## config.mk

```make
export PLATFORM = sky130hd
export DESIGN_NAME = mucn_ctrl
export DESIGN_NICKNAME = d
export VERILOG_FILES = /design/src/rtl/core/mucn_pkg.sv /design/src/rtl/core/mucn_ctrl.sv
export SDC_FILE = /design/constraint.sdc
export NUM_CORES = 1
export LEC_CHECK = 0
export ABC_AREA = 1
export BUFFER_PORTS_ARGS = -buffer_cell sky130_fd_sc_hd__buf_2
export CAP_MARGIN = 40
export CORE_AREA = 2 2 39 41
export DETAILED_ROUTE_END_ITERATION = 12
export DIE_AREA = 0 0 41 43
export PLACE_DENSITY = 0.39
export SLEW_MARGIN = 25
export SYNTH_ARGS = -nofsm -noshare
export SYNTH_HDL_FRONTEND = slang
export SYNTH_SLANG_ARGS = --single-unit
```

## constraint.sdc

```tcl
create_clock -name clk -period 2.4 [get_ports clk]
set_input_delay 0.48 -clock clk [delete_from_list [all_inputs] [get_ports clk]]
set_output_delay 0.48 -clock clk [all_outputs]
set_load 0.05 [all_outputs]
```

## src/rtl/core/mucn_pkg.sv

```systemverilog
package mucn_pkg;

  localparam int COORD_W          = 32;
  localparam int NORM_W           = 18;
  localparam int FRAC_W           = 16;
  localparam int QUO_W            = FRAC_W + 1;
  localparam int EXT_W            = COORD_W;
  localparam int NUM_W            = COORD_W + 2;
  localparam int REM_W            = COORD_W + 1;
  localparam int DCNT_W           = $clog2(QUO_W);
  localparam int NORM_ONE         = 2 ** FRAC_W;
  localparam int MAX_VERTICES_DEF = 64;

  typedef enum logic [2:0] {
    S_LOAD,
    S_EXT,
    S_MAX,
    S_READ,
    S_NUM,
    S_ABS,
    S_DIV,
    S_PUSH
  } state_t;

  typedef struct packed {
    logic load;
    logic ext_en;
    logic max_en;
    logic rd_en;
    logic num_en;
    logic abs_en;
    logic div_step;
    logic push;
  } cmd_t;

  typedef struct packed {
    logic full;
    logic drain_last;
    logic div_done;
    logic out_busy;
  } sts_t;

endpackage

```

## src/rtl/core/mucn_ctrl.sv

```systemverilog
module mucn_ctrl (
  input  logic           clk,
  input  logic           rst_n,
  input  logic           in_valid,
  input  logic           in_last,
  output logic           in_ready,
  input  mucn_pkg::sts_t sts,
  output mucn_pkg::cmd_t cmd
);
  import mucn_pkg::*;

  state_t state_r;
  state_t state_nxt;

  always_ff @(posedge clk) begin
    if (!rst_n) begin
      state_r <= S_LOAD;
    end else begin
      state_r <= state_nxt;
    end
  end

  always_comb begin
    cmd       = '0;
    in_ready  = 1'b0;
    state_nxt = state_r;
    unique case (state_r)
      S_LOAD: begin
        in_ready = 1'b1;
        if (in_valid) begin
          cmd.load = !sts.full;
          if (in_last) state_nxt = S_EXT;
        end
      end
      S_EXT: begin
        cmd.ext_en = 1'b1;
        state_nxt  = S_MAX;
      end
      S_MAX: begin
        cmd.max_en = 1'b1;
        state_nxt  = S_READ;
      end
      S_READ: begin
        cmd.rd_en = 1'b1;
        state_nxt = S_NUM;
      end
      S_NUM: begin
        cmd.num_en = 1'b1;
        state_nxt  = S_ABS;
      end
      S_ABS: begin
        cmd.abs_en = 1'b1;
        state_nxt  = S_DIV;
      end
      S_DIV: begin
        cmd.div_step = 1'b1;
        if (sts.div_done) state_nxt = S_PUSH;
      end
      S_PUSH: begin
        if (!sts.out_busy) begin
          cmd.push  = 1'b1;
          state_nxt = sts.drain_last ? S_LOAD : S_READ;
        end
      end
    endcase
  end

endmodule

```

# Word-level counts from Yosys, hierarchy flattened
# Cells that the tools add are included.
# word_totals
ff_bits,3
inputBits,8
# op_classes
n_eq_ne,11
n_mux,17
reduce_logical,3
# op_table
op,count
3-bit one-hot mux with 8 select lines,1
"3-bit equality test, second input constant",4
3-bit 2-to-1 mux,4
1-bit 2-to-1 mux,11
"2-bit inequality test, second input constant",4
"3-bit by 2-bit equality test with 1-bit output, second input constant",2
4-bit AND reduction,1
"3-bit by 1-bit equality test with 1-bit output, second input constant",1
3-bit zero test,1
2-bit 2-to-1 mux,1
1-bit zero test,1

# Depth between registers and ports, before layout
# Gate-level depths: netlist (run 1).
# logic_depth
ltp_word,3
depth_mapped,7
ltp_nobuf,6

# Least setup slack after synthesis (run 1)
# OpenSTA, ideal clock, no wires.
# synth_path
kind,reg2out
startpoint,register state_r[1]
endpoint,output port cmd[7] in the netlist's numbering
arrival_time_ns,1.579
required_ns,1.920
path_slack_ns,0.341
stages_incl_launch_ff,7
path_cell_list,dfxtp_1 > buf_2 > nor2_1 > nand2_1 > inv_2 > nand2_1 > nor2_1
# synth_rtl
item,line,source
from (decl),mucn_ctrl.sv:12,state_t state_r;
from (signal assigned),mucn_ctrl.sv:19,state_r <= state_nxt;
to (decl),mucn_ctrl.sv:8,output mucn_pkg::cmd_t cmd

==> results of run 1 <==
==> power by group through the flow <==
| stage | Combinational, uW | Sequential, uW | Clock [uW] |
|---|---|---|---|
| finish | 174 | 75.9 | 86.4 |
| global route | 194 | 79.0 | 93.7 |
| CTS | 177 | 76.1 | 92.2 |
| detailed placement | 176 | 77.1 | 0 |
| global placement | 176 | 76.9 | 0 |
| floorplan | 150 | 66.8 | 0 |
==> critical path, delay by kind of cell, from the launching register on <==
kind | cells | cell delay [ns]
and+or+nand+nor | 1 | 0.21
buffers and inverters | 2 | 0.43
DFF | 1 | 0.45
==> kinds of logic after synthesis <==
kind of cell / Yosys count / synth area share [%]
flip-flops: 3 / 23.8
AND/OR/NAND/NOR: 30 / 59.4
buffers and inverters: 8 / 12.4
AO/OA/AOI/OAI: 2 / 4.46
==> layout by cell type, fill, tap and decap left out, drive strengths merged <==
cell,n
a31oi,1
nand2,12
nor2,10
o21ai,1
nand4,1
or2,1
nand3,4
buf,16
nor3,2
clkbuf,4
dfxtp,3
inv,7
==> final cells by class <==
type	count	area [um2]	area share, %
clock buffers	4	26.3	7.02
inverters	7	26.3	7.02
multi-input cells	32	161	43.1
flip-flops and latches	3	60.1	16.1
well taps	16	20.0	5.35
repair buffers	16	80.1	21.4
==> per-stage QoR <==
stage | instance area (um2) | cells
after floorplan | 253 | 43
after global placement | 348 | 74
after detailed placement | 348 | 74
after CTS | 374 | 78
after global routing | 374 | 78
final | 374 | 78
==> final timing paths <==
| kind | startpoint | cells after the start | end | slack [ns] |
|---|---|---|---|---|
| worst max register to register | state_r[2] | 5 | state_r[1] | 1.34 |
| worst min register to register | state_r[0] | 3 | state_r[2] | 0.64 |
| worst max-delay path | state_r[2] | 3 | cmd[0] | 0.60 |
| worst min-delay path | rst_n | 3 | state_r[0] | 0.47 |
==> per-layer routing <==
layer,up-vias,global-route usage [%]
li1,172,-
met2,13,13.1
met4,0,10.0
met1,131,11.2
met3,0,1.57
met5,-,0
==> flow_metrics.tcl, run 1 <==
set metrics [dict create \
    status "complete, no violations" \
    drive_gt1_share_pct 45.2 \
    p_seq_share_pct 22.6 \
    h-tree-depth 1 \
    max_cap_violations 0 \
    nets 71 \
    ys_top_cells_by_area "dfxtp_1 (24%), nand2_1 (15%), nor2_1 (12%)" \
    vias_per_cell 4.05 \
    power.share.combinational_pct 51.8 \
    syn_inst 43 \
    die_area_um2 1760 \
    clockPowerShare_pct 25.7 \
    grt_max_degree 9 \
    wl_met1_um 276 \
    power_uw 336 \
    ys_types 17 \
    critical-path-slowest-cell "dfxtp_1" \
    die_y_um 43 \
    crit_chain "inv_2, nor3_2, buf_2" \
    yosysSeqAreaShare_pct 23.8 \
    routed_wl_um 632 \
    clkLatencyLatePin_ns 0.23 \
    fp-row-count 14 \
    setup_violations 0 \
    cts.sinks 3 \
    grt_overflow 0 \
    routabilityCongestion 0.626 \
    syn_nets 51 \
    fin_util_pct 27.0 \
    cp.arrival_ns 1.32 \
    internal-power_uw 168 \
    ant_nets 0 \
    end_kind "output port" \
    area_growth_pct 48.0 \
    regMostFlops "state_r" \
    cts_hold_buf 0 \
    io_pins 17 \
    firstDrtPassIters 2 \
    pwr_density_cell_nw_per_um2 899 \
    p_sw_uw 169 \
    max-slew-margin-rel_pct 82.3 \
    synth-async-reset-ratio_pct 0 \
    rsz0062_at_grt "no" \
    post-route-period-util_pct 75.0 \
    start_util_pct 18.3 \
    p_leak_uw 0.000226 \
    tightest_slew_ns 0.266 \
    track_usage_pct 9.53 \
    maxSlewViolCount 0 \
    routed.top_layer "met3" \
    grt_pass1_vias 285 \
    holdWs_ns 0.471 \
    vias 316 \
    ir_drop_mv 0.180 \
    cts_inserted_buffers 3 \
    synth.top_cells.by_count "nand2_1 (10), nor2_1 (8), inv_1 (4)" \
    numPortBuffers 16 \
    place_ws_ns 0.816 \
    diodes 0 \
    fin_tns_setup_ns 0 \
    ys_warn_count 0 \
    dr_wl_met3_um 67 \
    skew_ns 0.000797 \
    avgSynthCellArea_um2 5.88 \
    synth.most_common_cell "nand2_1" \
    wire_per_inst_um 8.10 \
    cts_buffer_depth 2 \
    final.setup.worst_slack_ns 0.600 \
    largest_reg_flops 3 \
    fillers 172 \
    synth_top_area_share_pct 23.8 \
    antenna_found_initial 0 \
    drt-initial-drc-count 1 \
    wl_met2_um 289 \
    top_regs "state_r: 3 flops" \
    cpPeakStageDelay_ns 0.45 \
    grt_pass1_wl_um 1100 \
    setup.worst_path.start_class "flop" \
    yosys.area.top_type "dfxtp_1" \
    switching_share_pct 50.2 \
    crit_type "reg2out" \
    cts_setup_buffers 0 \
    synth_edf_count 0 \
    fin_crit_ns 1.80 \
    cts_resized 0 \
    syn_area_um2 253 \
    clk_pin_slew_ns 0.04 \
    synth-seq-cells 3 \
    ys.flop_type "dfxtp_1" \
    cts_tree "yes" \
    hold_viol 0 \
    fmax_mhz 556 \
    min_path_type "in2reg" \
    critical_path.max_fanout 7 \
    core_area_um2 1380 \
    drc 0 \
    clock-root-buffer "clkbuf_4" \
    cp.required_ns 1.92 \
    chipWidth_um 41 \
]
(Power assumes the default switching activity.)
==> inputs of run 2 (changes only) <==
clock period = 1.7 ns   (was 2.4 ns; I/O delays follow)
==> flow_metrics.tcl, run 2 (same netlist as run 1, synthesis figures left out) <==
set metrics [dict create \
    p_leak_uw 0.000228 \
    antenna_found_initial 0 \
    final.setup.worst_slack_ns 0.127 \
    max-slew-margin-rel_pct 83.1 \
    critical_path.max_fanout 5 \
    routabilityCongestion 0.671 \
    area_growth_pct 55.4 \
    nets 71 \
    fmax_mhz 636 \
    drive_gt1_share_pct 53.2 \
    crit_chain "inv_2, or2_1, nor2_1, buf_2" \
    path_delay_family "flip-flops" \
    ir_drop_mv 0.297 \
    largest_reg_flops 3 \
    top_regs "state_r: 3 flops" \
    grt_pass1_vias 262 \
    chipWidth_um 41 \
    cts_tree "yes" \
    cts_buffer_depth 2 \
    final_cell_mix "buf_2 (13), nand2_1 (10), nor2_1 (7), clkbuf_4 (6), inv_1 (4)" \
    setup_violations 0 \
    cts_inserted_buffers 3 \
    ant_nets 0 \
    io_pins 17 \
    start_util_pct 18.3 \
    skew_ns 0.00403 \
    h-tree-depth 1 \
    diodes 0 \
    track_usage_pct 8.72 \
    cp.required_ns 1.36 \
    hold_viol 0 \
    min_path_type "in2reg" \
    pwr_density_cell_nw_per_um2 1240 \
    core_area_um2 1380 \
    cpPeakStageDelay_ns 0.36 \
    cp.arrival_ns 1.23 \
    fp-row-count 14 \
    critical-path-slowest-cell "dfxtp_2" \
    numPortBuffers 16 \
    wire_per_inst_um 8.17 \
    drc 0 \
    clock-root-buffer "clkbuf_4" \
    place_area_um2 355 \
    max_cap_violations 0 \
    crit_buf_inv 2 \
    firstDrtPassIters 1 \
    routed_wl_um 637 \
    clkLatencyLatePin_ns 0.24 \
    post-route-period-util_pct 92.5 \
    final_common_cell "buf_2" \
    vias_per_cell 4.12 \
    regMostFlops "state_r" \
    rsz0062_at_grt "no" \
    status "complete, no violations" \
    vias 321 \
    grt_max_degree 9 \
    drt-initial-drc-count 0 \
    fin_crit_ns 1.57 \
    clk_pin_slew_ns 0.04 \
    crit_type "reg2out" \
    place_ws_ns 0.271 \
    tightest_slew_ns 0.255 \
    maxSlewViolCount 0 \
    setup.worst_path.start_class "flop" \
    grt_overflow 0 \
    dp_hpwl_um 537 \
    cts_setup_buffers 0 \
    grt_pass1_wl_um 1000 \
    cts.sinks 3 \
    die_area_um2 1760 \
    die_y_um 43 \
    fin_tns_setup_ns 0 \
    end_kind "output port" \
    design_area_um2 393 \
]
## run 2: cell count changes in the layout (fill, tap and decap cells not counted)
cell / before / now
dfxtp_2: 0 / 3
clkbuf_4: 3 / 6
dfxtp_1: 3 / 0
nor2_2: 1 / 2
nor3_1: 1 / 0
nor3_2: 1 / 2
buf_2: 16 / 13
nor2_1: 8 / 7
## run 2: final cells by class
cell class / count / area [um2]
Clock buffer: 4 / 26.3
Fill cell: 178 / 991
Inverter: 7 / 26.3
Multi-Input combinational cell: 32 / 169
Sequential cell: 3 / 63.8
Tap cell: 16 / 20.0
Timing Repair Buffer: 16 / 87.6
## run 2: report_power, final
group,switching (uW),total (uW),internal [uW]
Combinational,182,250,67.5
Sequential,23.6,111,87.1
Clock,39.5,128,88.1
## run 2: metrics by stage
| step | total power [uW] | cells | hold slack [ns] | utilization [%] |
|---|---|---|---|---|
| after global placement | 360 | 74 | 0.565 | 25.7 |
| after floorplan | 310 | 43 | 0.438 | - |
| final | 488 | 78 | 0.317 | 28.4 |
| after global routing | 531 | 78 | 0.346 | 28.4 |
| after CTS | 490 | 78 | 0.318 | 27.6 |
| after detailed placement | 359 | 74 | 0.567 | 25.7 |
## run 2: layer usage
layer | wire (um) | part of all wire [%] | GRT usage (%)
met1 | 275 | 43 | 9.90
met2 | 273 | 43 | 11.9
met3 | 72 | 11 | 3.14
met4 | 16 | 2.5 | 8.00
met5 | 0 | 0 | 0
## run 2: final timing paths
check	from	end	slack [ns]	cells past startpoint
worst max-delay path	state_r[0]	cmd[6]	0.13	4
worst min-delay path	rst_n	state_r[0]	0.32	3
worst max register to register	state_r[2]	state_r[1]	0.71	6
worst min register to register	state_r[0]	state_r[2]	0.62	3
## run 2: what timing repair did
item | CTS | global route
resized for setup | 0 | 6
hold buffers | 0 | 0
endpoints found under the setup margin | 0 | 4
## run 2: worst min-delay path: stages
cell	delay, ns
buf_2	0.10
nand2_1	0.05
inv_1	0.04
==> inputs of run 3 (changes only) <==
ABC_AREA = unset   (was 1)
PLACE_DENSITY = 0.37   (was 0.39)
==> flow_metrics.tcl, run 3 <==
set metrics [dict create \
    status "complete, no violations" \
    vias_per_cell 4.26 \
    fin_cells 61 \
    setup.worst_path.start_class "flop" \
    ys_top_cells_by_area "dfxtp_1 (26%), and3b_1 (11%), nor3b_1 (9.6%)" \
    antenna_found_initial 0 \
    ir_drop_mv 0.172 \
    ant_nets 0 \
    die_area_um2 1760 \
    chipWidth_um 41 \
    start_util_pct 17.0 \
    pwr_density_cell_nw_per_um2 886 \
    hold_viol 0 \
    largest_reg_flops 3 \
    fin_crit_ns 1.56 \
    tightest_slew_ns 0.252 \
    avgSynthCellArea_um2 8.40 \
    cts_inserted_buffers 3 \
    design_area_um2 342 \
    end_kind "output port" \
    grt_max_degree 13 \
    cp.arrival_ns 1.22 \
    cts_hold_buf 0 \
    dp_hpwl_um 435 \
    cts_buffer_depth 2 \
    clk_pin_slew_ns 0.04 \
    critical-path-slowest-cell "dfxtp_2" \
    synth_edf_count 0 \
    min_path_type "in2reg" \
    path_delay_family "flip-flops" \
    area_growth_pct 45.2 \
    syn_inst 28 \
    fmax_mhz 640 \
    critical_path.max_fanout 12 \
    cts.sinks 3 \
    place_area_um2 312 \
    crit_type "reg2out" \
    yosys.area.top_type "dfxtp_1" \
    hold_depth 3 \
    cp.required_ns 1.36 \
    drive_gt1_share_pct 57.8 \
    routed_wl_um 562 \
    cpPeakStageDelay_ns 0.37 \
    r2r_slack_ns 0.75 \
    p_leak_uw 0.000174 \
    crit_buf_inv 1 \
    fp-row-count 14 \
    drc 0 \
    drt-initial-drc-count 2 \
    synth_top_area_share_pct 25.5 \
    syn_nets 36 \
    ff2ff_path_depth 3 \
    yosysSeqAreaShare_pct 25.5 \
    rsz0062_at_grt "no" \
    core_area_um2 1380 \
    syn_area_um2 235 \
    ys_types 19 \
    crit_chain "nor3_2, and3b_1, buf_2" \
    grt_pass1_wl_um 800 \
    synth.top_cells.by_count "and3b_1 (3), dfxtp_1 (3), nand2_1 (3), nor3b_1 (3), nand2b_1 (2)" \
    ys_warn_count 0 \
    power_uw 303 \
    final_common_cell "buf_2" \
    numPortBuffers 16 \
    crit_cells 3 \
    max_cap_violations 0 \
    fillers 167 \
    die_y_um 43 \
    clock-root-buffer "clkbuf_4" \
    maxSlewViolCount 0 \
    holdWs_ns 0.375 \
    cts_tree "yes" \
    io_pins 17 \
    track_usage_pct 7.12 \
    dpl.cell_count 57 \
    wire_per_inst_um 9.21 \
    post-route-period-util_pct 91.9 \
    nets 54 \
    h-tree-depth 1 \
    max-slew-margin-rel_pct 83.3 \
    diodes 0 \
    grt_overflow 0 \
    fin_util_pct 24.7 \
    grt_pass1_vias 208 \
    top_regs "state_r: 3 flops" \
    routabilityCongestion 0.656 \
    setup_violations 0 \
    vias 260 \
    clkLatencyLatePin_ns 0.23 \
    regMostFlops "state_r" \
    skew_ns 0.00346 \
    firstDrtPassIters 3 \
    ys.flop_type "dfxtp_1" \
    synth-async-reset-ratio_pct 0 \
    synth-seq-cells 3 \
]
[run 3: metal layers]
metal	GRT usage [%]	routed length (um)
met5	0	0
met4	8.00	0
met3	3.14	62
met2	7.50	238
met1	9.29	262
[run 3: area by class of cell]
type | instances | area, um2 | share of cell area (%)
clock buffers | 4 | 26.3 | 7.69
multi-input cells | 22 | 151 | 44.3
flip-flops and latches | 3 | 63.8 | 18.7
well taps | 16 | 20.0 | 5.86
repair buffers | 16 | 80.1 | 23.4
[run 3: kinds of logic (layout without fill, tap and decap cells)]
group / count (synthesis) / count (layout) / synth area share, %
compound gates: 6 / 6 / 15.4
simple gates: 16 / 16 / 48.9
flops: 3 / 3 / 25.5
buf+inv: 3 / 20 / 10.1
[run 3: path summary, 6_finish.rpt]
path                   start    endpoint
hold / removal         rst_n  state_r[1]
setup / recovery  state_r[1]      cmd[7]
setup reg to reg  state_r[1]  state_r[0]
hold reg to reg   state_r[1]  state_r[1]
[run 3: report_power, final]
| group | total (uW) | switching (uW) | internal, uW |
|---|---|---|---|
| clock network | 123 | 35.4 | 87.9 |
| logic | 86.9 | 58.1 | 28.8 |
| registers | 92.5 | 15.3 | 77.2 |
| total | 303 | 109 | 194 |
[run 3: what timing repair did]
action                     CTS  global route
setup buffers                0             0
resized for setup            0             3
setup endpoints to repair    0             5
[run 3: stage by stage]
step	setup WS, ns	TNS, ns
after floorplan	-0.330	-1.23
after global placement	0.285	0
after detailed placement	0.287	0
after CTS	0.0320	0
after global routing	0.0666	0
final	0.137	0
[run 3: worst min-delay path: stages]
cell,delay (ns)
buf_2,0.11
o21ai_0,0.07
a31oi_1,0.04
